## config.mk

```make
export PLATFORM = sky130hd
export DESIGN_NAME = key_debounce_press_classifier_flat
export DESIGN_NICKNAME = d
export VERILOG_FILES = /design/src/rtl/kdpc_pkg.sv /design/src/rtl/kdpc_if.sv /design/src/rtl/key_debounce_press_classifier.sv /design/src/rtl/kdpc_lane.sv /design/src/rtl/kdpc_merge.sv /design/src/flat_wrapper.sv
export VERILOG_INCLUDE_DIRS = /design/src /design/src/rtl
export SDC_FILE = /design/constraint.sdc
export NUM_CORES = 2
export LEC_CHECK = 0
export BUFFER_PORTS_ARGS = -buffer_cell sky130_fd_sc_hd__buf_2
export CORE_MARGIN = 1.5
export CORE_UTILIZATION = 60
export CTS_BUF_LIST = sky130_fd_sc_hd__clkbuf_8
export DETAILED_ROUTE_END_ITERATION = 6
export PLACE_DENSITY = 0.86
export SLEW_MARGIN = 20
export SYNTH_ARGS = -nofsm -noshare
export SYNTH_HDL_FRONTEND = slang
export SYNTH_SLANG_ARGS = --single-unit
```

## constraint.sdc

```tcl
create_clock -name clk -period 9.7 [get_ports clk]
set_input_delay 1.94 -clock clk [delete_from_list [all_inputs] [get_ports clk]]
set_output_delay 1.94 -clock clk [all_outputs]
set_load 0.02 [all_outputs]
```

## src/rtl/key_debounce_press_classifier_defines.svh

```systemverilog
// assertion macros shared by the key debounce classifier
`ifndef KEY_DEBOUNCE_PRESS_CLASSIFIER_DEFINES_SVH
`define KEY_DEBOUNCE_PRESS_CLASSIFIER_DEFINES_SVH

// same-cycle implication, disabled while in reset
`define KDPC_ASSERT_NOW(label, clk, rst, ante, cons, msg) \
  label: assert property (@(posedge clk) disable iff (rst) (ante) |-> (cons)) \
    else $error(msg);

// next-cycle implication, disabled while in reset
`define KDPC_ASSERT_NEXT(label, clk, rst, ante, cons, msg) \
  label: assert property (@(posedge clk) disable iff (rst) (ante) |=> (cons)) \
    else $error(msg);

`endif

```

## src/rtl/kdpc_pkg.sv

```systemverilog
// types and constants for the key debounce classifier
package kdpc_pkg;

  localparam int unsigned TICK_PERIOD_MS = 20;
  localparam int unsigned MAX_STEPS      = 50;
  // x / 20 == (x * 52429) >> 20 for any 16-bit x
  localparam logic [15:0] RECIP_20       = 16'd52429;
  localparam int unsigned RECIP_SHIFT    = 20;

  localparam logic [5:0]  STEPS_RESET    = 6'd2;
  localparam logic [5:0]  STEPS_MIN      = 6'd1;
  localparam logic [5:0]  STEPS_MAX      = 6'(MAX_STEPS);
  localparam logic [31:0] LONG_RESET     = 32'd1000;
  localparam logic [31:0] VLONG_RESET    = 32'd3000;
  localparam logic [3:0]  KEYS_RESET     = 4'd2;

  localparam logic ACT_TICK = 1'b0;
  localparam logic ACT_TAKE = 1'b1;

  typedef enum logic [2:0] {
    EV_NONE  = 3'd0,
    EV_PRESS = 3'd1,
    EV_SHORT = 3'd2,
    EV_LONG  = 3'd3,
    EV_VLONG = 3'd4
  } event_code_t;

  typedef enum logic [3:0] {
    REG_DEBOUNCE = 4'd0,
    REG_LONG     = 4'd1,
    REG_VLONG    = 4'd2,
    REG_KEYS     = 4'd3
  } cfg_reg_t;

  typedef struct packed {
    logic        action;
    logic [7:0]  raw_levels;
    logic [31:0] now_ms;
    logic [2:0]  key_select;
  } in_item_t;

  typedef struct packed {
    logic [2:0] event_code;
    logic [7:0] down_mask;
  } out_item_t;

  typedef struct packed {
    logic [3:0]  index;
    logic [31:0] data;
  } cfg_req_t;

  // broadcast to every lane
  typedef struct packed {
    logic        tick;
    logic        take;
    logic [2:0]  key_select;
    logic [7:0]  raw_levels;
    logic [31:0] now_ms;
    logic [5:0]  steps;
    logic [31:0] long_ms;
    logic [31:0] very_long_ms;
    logic [3:0]  keys_in_use;
  } lane_cmd_t;

  typedef struct packed {
    logic        stable_next;
    event_code_t code;
  } lane_stat_t;

endpackage

```

## src/rtl/kdpc_if.sv

```systemverilog
// valid/ready channels of the key debounce classifier
interface kdpc_item_if import kdpc_pkg::*; ();
  logic     valid;
  logic     ready;
  in_item_t data;
  modport source (output valid, output data, input ready);
  modport sink (input valid, input data, output ready);
endinterface

interface kdpc_result_if import kdpc_pkg::*; ();
  logic      valid;
  logic      ready;
  out_item_t data;
  modport source (output valid, output data, input ready);
  modport sink (input valid, input data, output ready);
endinterface

interface kdpc_cfg_if import kdpc_pkg::*; ();
  logic     valid;
  logic     ready;
  cfg_req_t data;
  modport source (output valid, output data, input ready);
  modport sink (input valid, input data, output ready);
endinterface

```

## src/rtl/key_debounce_press_classifier.sv

```systemverilog
// Key debounce and press classifier, top level. One lane per key updates its
// debounce count, stable level and latched event combinationally, so a tick
// or take request is accepted every cycle while the output buffer has room
// and its result is registered. A two-entry output buffer keeps intake open
// while one result waits; intake stops only when both entries are held or in
// reset. The debounce step count is derived from debounce_ms on the configuration
// write through a reciprocal multiply. There is no clearing pass after reset.
`include "key_debounce_press_classifier_defines.svh"

module key_debounce_press_classifier import kdpc_pkg::*; #(
  parameter int unsigned NUM_KEYS = 8
) (
  input logic          clk,
  input logic          rst,
  kdpc_item_if.sink    item,
  kdpc_result_if.source result,
  kdpc_cfg_if.sink     cfg
);

  // configuration
  logic [5:0]  steps;
  logic [31:0] long_ms;
  logic [31:0] very_long_ms;
  logic [3:0]  keys_in_use;
  logic [31:0] recip_prod;
  logic [11:0] quot;
  logic [5:0]  steps_new;
  logic        cfg_fire;

  assign cfg.ready  = !rst;
  assign cfg_fire   = cfg.valid && cfg.ready;
  assign recip_prod = cfg.data.data[15:0] * RECIP_20;
  assign quot       = recip_prod[31:RECIP_SHIFT];

  always_comb begin
    if (quot == '0) begin
      steps_new = STEPS_MIN;
    end else if (quot > 12'(MAX_STEPS)) begin
      steps_new = STEPS_MAX;
    end else begin
      steps_new = quot[5:0];
    end
  end

  always_ff @(posedge clk) begin
    if (rst) begin
      steps        <= STEPS_RESET;
      long_ms      <= LONG_RESET;
      very_long_ms <= VLONG_RESET;
      keys_in_use  <= KEYS_RESET;
    end else if (cfg_fire) begin
      unique case (cfg.data.index)
        REG_DEBOUNCE: steps        <= steps_new;
        REG_LONG:     long_ms      <= cfg.data.data;
        REG_VLONG:    very_long_ms <= cfg.data.data;
        REG_KEYS:     keys_in_use  <= cfg.data.data[3:0];
        default: ;
      endcase
    end
  end

  // lanes
  logic       item_fire;
  lane_cmd_t  cmd;
  lane_stat_t stat [NUM_KEYS];
  out_item_t  merged;

  assign item_fire = item.valid && item.ready;

  always_comb begin
    cmd.tick         = item_fire && item.data.action == ACT_TICK;
    cmd.take         = item_fire && item.data.action == ACT_TAKE;
    cmd.key_select   = item.data.key_select;
    cmd.raw_levels   = item.data.raw_levels;
    cmd.now_ms       = item.data.now_ms;
    cmd.steps        = steps;
    cmd.long_ms      = long_ms;
    cmd.very_long_ms = very_long_ms;
    cmd.keys_in_use  = keys_in_use;
  end

  for (genvar g = 0; g < NUM_KEYS; g++) begin : g_lane
    kdpc_lane #(.LANE(g)) u_lane (
      .clk  (clk),
      .rst  (rst),
      .cmd  (cmd),
      .stat (stat[g])
    );
  end

  kdpc_merge #(.NUM_KEYS(NUM_KEYS)) u_merge (
    .stat   (stat),
    .item   (item.data),
    .result (merged)
  );

  // two-entry output buffer
  logic      out_valid;
  out_item_t out_q;
  logic      skid_valid;
  out_item_t skid_q;
  logic      pop;

  assign pop         = out_valid && result.ready;
  assign item.ready  = !skid_valid && !rst;
  assign result.valid = out_valid;
  assign result.data  = out_q;

  always_ff @(posedge clk) begin
    if (rst) begin
      out_valid  <= 1'b0;
      skid_valid <= 1'b0;
    end else if (pop) begin
      if (skid_valid) begin
        skid_valid <= 1'b0;
      end else begin
        out_valid <= item_fire;
      end
    end else if (item_fire) begin
      if (out_valid) begin
        skid_valid <= 1'b1;
      end else begin
        out_valid <= 1'b1;
      end
    end
  end

  always_ff @(posedge clk) begin
    if (pop) begin
      out_q <= skid_valid ? skid_q : merged;
    end else if (item_fire && !out_valid) begin
      out_q <= merged;
    end
    if (item_fire && out_valid && !pop) begin
      skid_q <= merged;
    end
  end

  `KDPC_ASSERT_NOW(a_skid_behind_head, clk, rst, skid_valid, out_valid,
                   "skid entry without head entry")
  `KDPC_ASSERT_NOW(a_steps_range, clk, rst, 1'b1,
                   steps >= STEPS_MIN && steps <= STEPS_MAX, "step count out of range")
  `KDPC_ASSERT_NEXT(a_tick_no_event, clk, rst,
                    item_fire && !out_valid && item.data.action == ACT_TICK,
                    out_valid && out_q.event_code == EV_NONE, "tick result carries an event")
  `KDPC_ASSERT_NEXT(a_drain_empty, clk, rst, pop && !skid_valid && !item_fire, !out_valid,
                    "buffer not empty after last result taken")

endmodule

```

## src/rtl/kdpc_lane.sv

```systemverilog
// one key: debounce counter, stable level and latched press event
module kdpc_lane import kdpc_pkg::*; #(
  parameter int unsigned LANE = 0
) (
  input  logic       clk,
  input  logic       rst,
  input  lane_cmd_t  cmd,
  output lane_stat_t stat
);

  logic        prev_raw, prev_raw_next;
  logic        stable, stable_next;
  logic [5:0]  count, count_next;
  logic [31:0] press_time, press_time_next;
  event_code_t code, code_next;

  logic        active;
  logic        raw;
  logic [5:0]  count_inc;
  logic [31:0] held;
  event_code_t release_code;

  assign active = cmd.tick && (4'(LANE) < cmd.keys_in_use);
  assign raw    = cmd.raw_levels[LANE];
  assign held   = cmd.now_ms - press_time;

  always_comb begin
    if (held >= cmd.very_long_ms) begin
      release_code = EV_VLONG;
    end else if (held >= cmd.long_ms) begin
      release_code = EV_LONG;
    end else begin
      release_code = EV_SHORT;
    end
  end

  always_comb begin
    prev_raw_next   = prev_raw;
    stable_next     = stable;
    count_next      = count;
    press_time_next = press_time;
    code_next       = code;
    count_inc       = (count < cmd.steps) ? count + 6'd1 : count;
    if (active) begin
      if (raw != prev_raw) begin
        prev_raw_next = raw;
        count_next    = '0;
      end else begin
        count_next = count_inc;
        if (count_inc >= cmd.steps && stable != raw) begin
          stable_next = raw;
          if (raw) begin
            press_time_next = cmd.now_ms;
            code_next       = EV_PRESS;
          end else begin
            code_next = release_code;
          end
        end
      end
    end else if (cmd.take && cmd.key_select == 3'(LANE)) begin
      code_next = EV_NONE;
    end
  end

  always_ff @(posedge clk) begin
    if (rst) begin
      prev_raw <= 1'b0;
      stable   <= 1'b0;
      count    <= '0;
      code     <= EV_NONE;
    end else begin
      prev_raw <= prev_raw_next;
      stable   <= stable_next;
      count    <= count_next;
      code     <= code_next;
    end
  end

  always_ff @(posedge clk) begin
    press_time <= press_time_next;
  end

  // take returns the code held before this request clears it
  assign stat.stable_next = stable_next;
  assign stat.code        = code;

endmodule

```

## src/rtl/kdpc_merge.sv

```systemverilog
// gathers the lanes into one result: selected event and down mask
module kdpc_merge import kdpc_pkg::*; #(
  parameter int unsigned NUM_KEYS = 8
) (
  input  lane_stat_t stat [NUM_KEYS],
  input  in_item_t   item,
  output out_item_t  result
);

  always_comb begin
    result.event_code = EV_NONE;
    result.down_mask  = '0;
    for (int unsigned i = 0; i < NUM_KEYS; i++) begin
      result.down_mask[i] = stat[i].stable_next;
      if (item.action == ACT_TAKE && item.key_select == 3'(i)) begin
        result.event_code = stat[i].code;
      end
    end
  end

endmodule

```

## src/flat_wrapper.sv

```systemverilog
// flat-port wrapper written by rule: the top's interface ports become plain ports
module key_debounce_press_classifier_flat import kdpc_pkg::*;
#(
  parameter int unsigned NUM_KEYS = 8
)
  (clk, rst, item_valid, item_data, item_ready, result_valid, result_data, result_ready, cfg_valid, cfg_data, cfg_ready);
  kdpc_item_if item_i ();
  kdpc_result_if result_i ();
  kdpc_cfg_if cfg_i ();
  input logic clk;
  input logic rst;
  input wire logic [$bits(item_i.valid)-1:0] item_valid;
  input wire logic [$bits(item_i.data)-1:0] item_data;
  output wire logic [$bits(item_i.ready)-1:0] item_ready;
  output wire logic [$bits(result_i.valid)-1:0] result_valid;
  output wire logic [$bits(result_i.data)-1:0] result_data;
  input wire logic [$bits(result_i.ready)-1:0] result_ready;
  input wire logic [$bits(cfg_i.valid)-1:0] cfg_valid;
  input wire logic [$bits(cfg_i.data)-1:0] cfg_data;
  output wire logic [$bits(cfg_i.ready)-1:0] cfg_ready;
  assign item_i.valid = item_valid;
  assign item_i.data = item_data;
  assign item_ready = item_i.ready;
  assign result_valid = result_i.valid;
  assign result_data = result_i.data;
  assign result_i.ready = result_ready;
  assign cfg_i.valid = cfg_valid;
  assign cfg_i.data = cfg_data;
  assign cfg_ready = cfg_i.ready;
  key_debounce_press_classifier #(.NUM_KEYS(NUM_KEYS)) u_core (.clk(clk), .rst(rst), .item(item_i), .result(result_i), .cfg(cfg_i));
endmodule
```

==> reports/qor.yml <==
outcome:
  run_status: "completed"
route:
  ant_nets: 0
  drt_iter0_drc: 3560
  drcViolationCount: 0
  first_pass_iters: 6
  wl_per_cell_um: 20.7
  vias: 38200
  vias_per_cell: 6.25
  drt_wl_total_mm: 127
cts:
  ctsHoldBuffers: 0
  htree_levels: 3
  cts_buffer_depth: 3
  cts_tree: "yes"
  cts-resized-gates: 0
  cts.clk_slew.worst_paths_ns: 0.06
  clock_sinks: 442
  cts_root_buf: "clkbuf_8"
  clk_latency_ns: 0.76
  postCtsSetupRepairBufs: 0
  cts_made_buffers: 83
global_route:
  met1_usage_pct: 43.8
  grt_pass1_wl_mm: 199
  antenna_found_initial: 14
  grt_pass1_vias: 36500
  grt_max_degree: 80
  grt-busiest-layer: "met2"
  grt_util_met3_pct: 5.53
  grt_overflow_total: 0
  track_usage_pct: 32.5
  use_met2_pct: 51.5
floorplan:
  io_pins: 99
  core_area_sq_um: 74400
  start_util_pct: 60.6
  die_area_sq_um: 76800
  std_cell_rows: 100
  die_h_um: 277
  die_x_um: 277
synth:
  synth_top_area_share_pct: 27.6
  synth_seq_cells: 442
  ys.flop_type: "edfxtp_1"
  syn-cell-area_sq_um: 45100
  yosys.area.top_type: "ha_1"
  async_reset_ff_share_pct: 0
  yosysWarnings: 0
  synth_edf_count: 278
  avgSynthCellArea_sq_um: 9.19
  syn-num-nets: 6073
  yosysSeqAreaShare_pct: 25.8
  ys_types: 84
  ys_top_cells_by_area: "ha_1 (28%), edfxtp_1 (19%), dfxtp_1 (7.3%)"
  syn_inst: 4906
timing:
  fin_crit_ns: 7.65
  fmax_mhz: 131
  rsz0062_at_grt: "no"
  worst_slew_pin_slew_ns: 1.09
  fin_crit_sh_pct: 78.9
  maxSlewViolCount: 0
  whs_ns: 0.454
  hold_viol: 0
  skew_ns: 0.0556
  max-slew-margin-rel_pct: 27.4
  setup_viol: 0
  setup_tns_ns: 0
layout:
  utilization_pct: 65.0
  nets: 6236
  area_growth_pct: 7.39
  stdcell_count: 6113
  layout-drive-gt1-share_pct: 5.71
setup_path:
  worst-setup-path-type: "primary input to flop"
  cp_data_arrival_time_ns: 8.30
  crit_fanout: 24
  rr_worst_depth: 23
  crit_start: "item_data[4]"
  required_ns: 10.35
  end_kind: "flop"
  start_kind: "primary input"
  r2r-start: "u_core.g_lane[0].u_lane.press_time[1]$_DFFE_PP_"
power_and_ir_drop:
  ir_worst_vdd_mv: 0.177
  power_frac_clock_pct: 27.6
  power_density_nw_per_um2: 134
  pwr-share-comb_pct: 41.3
  p_total_mw: 6.47
  netSwitchingFraction_pct: 38.8
  pwr-share-seq_pct: 31.1
  power.switching_mw: 2.51
  p_int_mw: 3.96
  p_leak_nw: 22.6
placed_design:
  portBuffers: 98
  gp_congestion: 0.984
  hpwl_mm: 97.8
  dpl.cell_count: 5953
worst_hold_path:
  hold_class: "flop to flop"
  hold_path_depth: 2
  min_from: "u_core.long_ms[16]$_SDFFE_PP0P_"
run:
  maxCapViolations: 0
==> worst paths after layout <==
path	end	slack, ns
worst max register to register	u_core.g_lane[0].u_lane.code[0]$_SDFFE_PP0P_	3.41
worst min register to register	u_core.long_ms[16]$_SDFFE_PP0P_	0.45
worst min-delay path	u_core.long_ms[16]$_SDFFE_PP0P_	0.45
worst max-delay path	u_core.g_lane[0].u_lane.code[0]$_SDFFE_PP0P_	2.05
==> placed cells by master (no fill, tap or decap), types with 93 or more instances in the layout <==
cell type	synthesis	layout
o21ai_0	230	229
dfxtp_1	164	164
nand2b_1	104	104
nand4_1	93	93
xnor2_1	220	220
nor2_1	279	278
edfxtp_1	278	278
a21o_1	269	269
inv_1	564	596
buf_2	0	97
ha_1	995	995
nand2_1	292	292
a21oi_1	423	423
==> state kept, by name, indices dropped and copies added (netlist names), 8 cells and up <==
signal	count
u_core.g_lane.u_lane.press_time	256
u_core.g_lane.u_lane.count	48
u_core.long_ms	32
u_core.very_long_ms	32
u_core.g_lane.u_lane.code	24
u_core.result.data	11
u_core.skid_q	11
u_core.g_lane.u_lane.prev_raw	8
u_core.g_lane.u_lane.stable	8
==> critical path, stage by stage <==
cell and delay [ns]:
buf_2 0.50, ha_1 0.33, nor2b_1 0.14, o31ai_1 0.34, a21oi_1 0.19, o31ai_1 0.74, o41a_1 0.27, nand2_1 0.12
nand2_1 0.14, o21ai_0 0.09, a21oi_1 0.20, xnor2_1 0.19, ha_1 0.30, a21o_1 0.19, a21o_1 0.18, a21o_1 0.17
a21o_1 0.18, a21o_1 0.17, a21o_1 0.16, a21o_1 0.20, a211oi_1 0.76, o21ai_0 0.42, a221oi_1 0.36
==> synthesized netlist by cell type, drive strengths merged (6+ instances only) <==
cell type,count
a22oi,37
o21bai,30
and3,21
nor3,71
inv,565
nand3,82
and4,15
dfxtp,164
edfxtp,278
a31oi,25
xnor2,220
nand2,292
nand2b,104
mux2i,22
xor2,70
nor4,10
nand4,93
nor3b,6
and2,12
a21o,269
or3,19
nor2b,86
a21oi,424
a221o,6
a211oi,34
fa,87
a2111oi,22
o21ai,236
nand3b,13
o31ai,25
o211ai,39
ha,995
o2111ai,7
o31a,7
o21a,57
mux2,11
or2,13
o311ai,12
a221oi,14
a21boi,11
or4,6
clkbuf,43
nor2,280
==> cells by family (layout without fill, tap and decap cells) <==
family,count (synthesis),count (layout),synth area share [%]
and+or+nand+nor,1137,1137,12.4
muxes,37,37,0.963
other,0,10,0
AOI/OAI and AO/OA,1308,1308,18.6
adders and majority gates,1082,1082,31.5
buffers and inverters,610,838,5.08
xor gates and xnor gates,290,290,5.63
DFF,442,442,25.8
==> power by group through the flow <==
stage	Clock, mW	Sequential [mW]	Combinational, mW
finish	1.79	2.01	2.67
global route	1.87	2.01	3.00
CTS	1.80	2.01	2.62
detailed placement	0	2.05	2.60
global placement	0	2.05	2.50
floorplan	0	2.05	1.92
==> area by class of cell <==
class	instances	area, sq um
clock inverters	61	330
diodes	10	25.0
well taps	969	1210
fillers	5970	26000
multi-input cells	3854	31200
flip-flops and latches	442	11600
repair buffers	123	681
inverters	565	2120
clock buffers	89	1220
==> layer usage <==
| layer | part of all wire (%) | vias up |
|---|---|---|
| li1 | - | 18200 |
| met5 | 0.030 | - |
| met4 | 4.2 | 8 |
| met3 | 8.2 | 343 |
| met1 | 44 | 18000 |
| met2 | 44 | 1633 |
==> metrics by stage <==
| step | area, sq um | setup slack [ns] |
|---|---|---|
| after detailed placement | 46800 | 1.41 |
| after global placement | 46800 | 1.52 |
| after global routing | 48400 | 1.58 |
| final | 48400 | 2.05 |
| after floorplan | 45100 | 2.51 |
| after CTS | 48400 | 2.18 |
(Power assumes the default switching activity.)
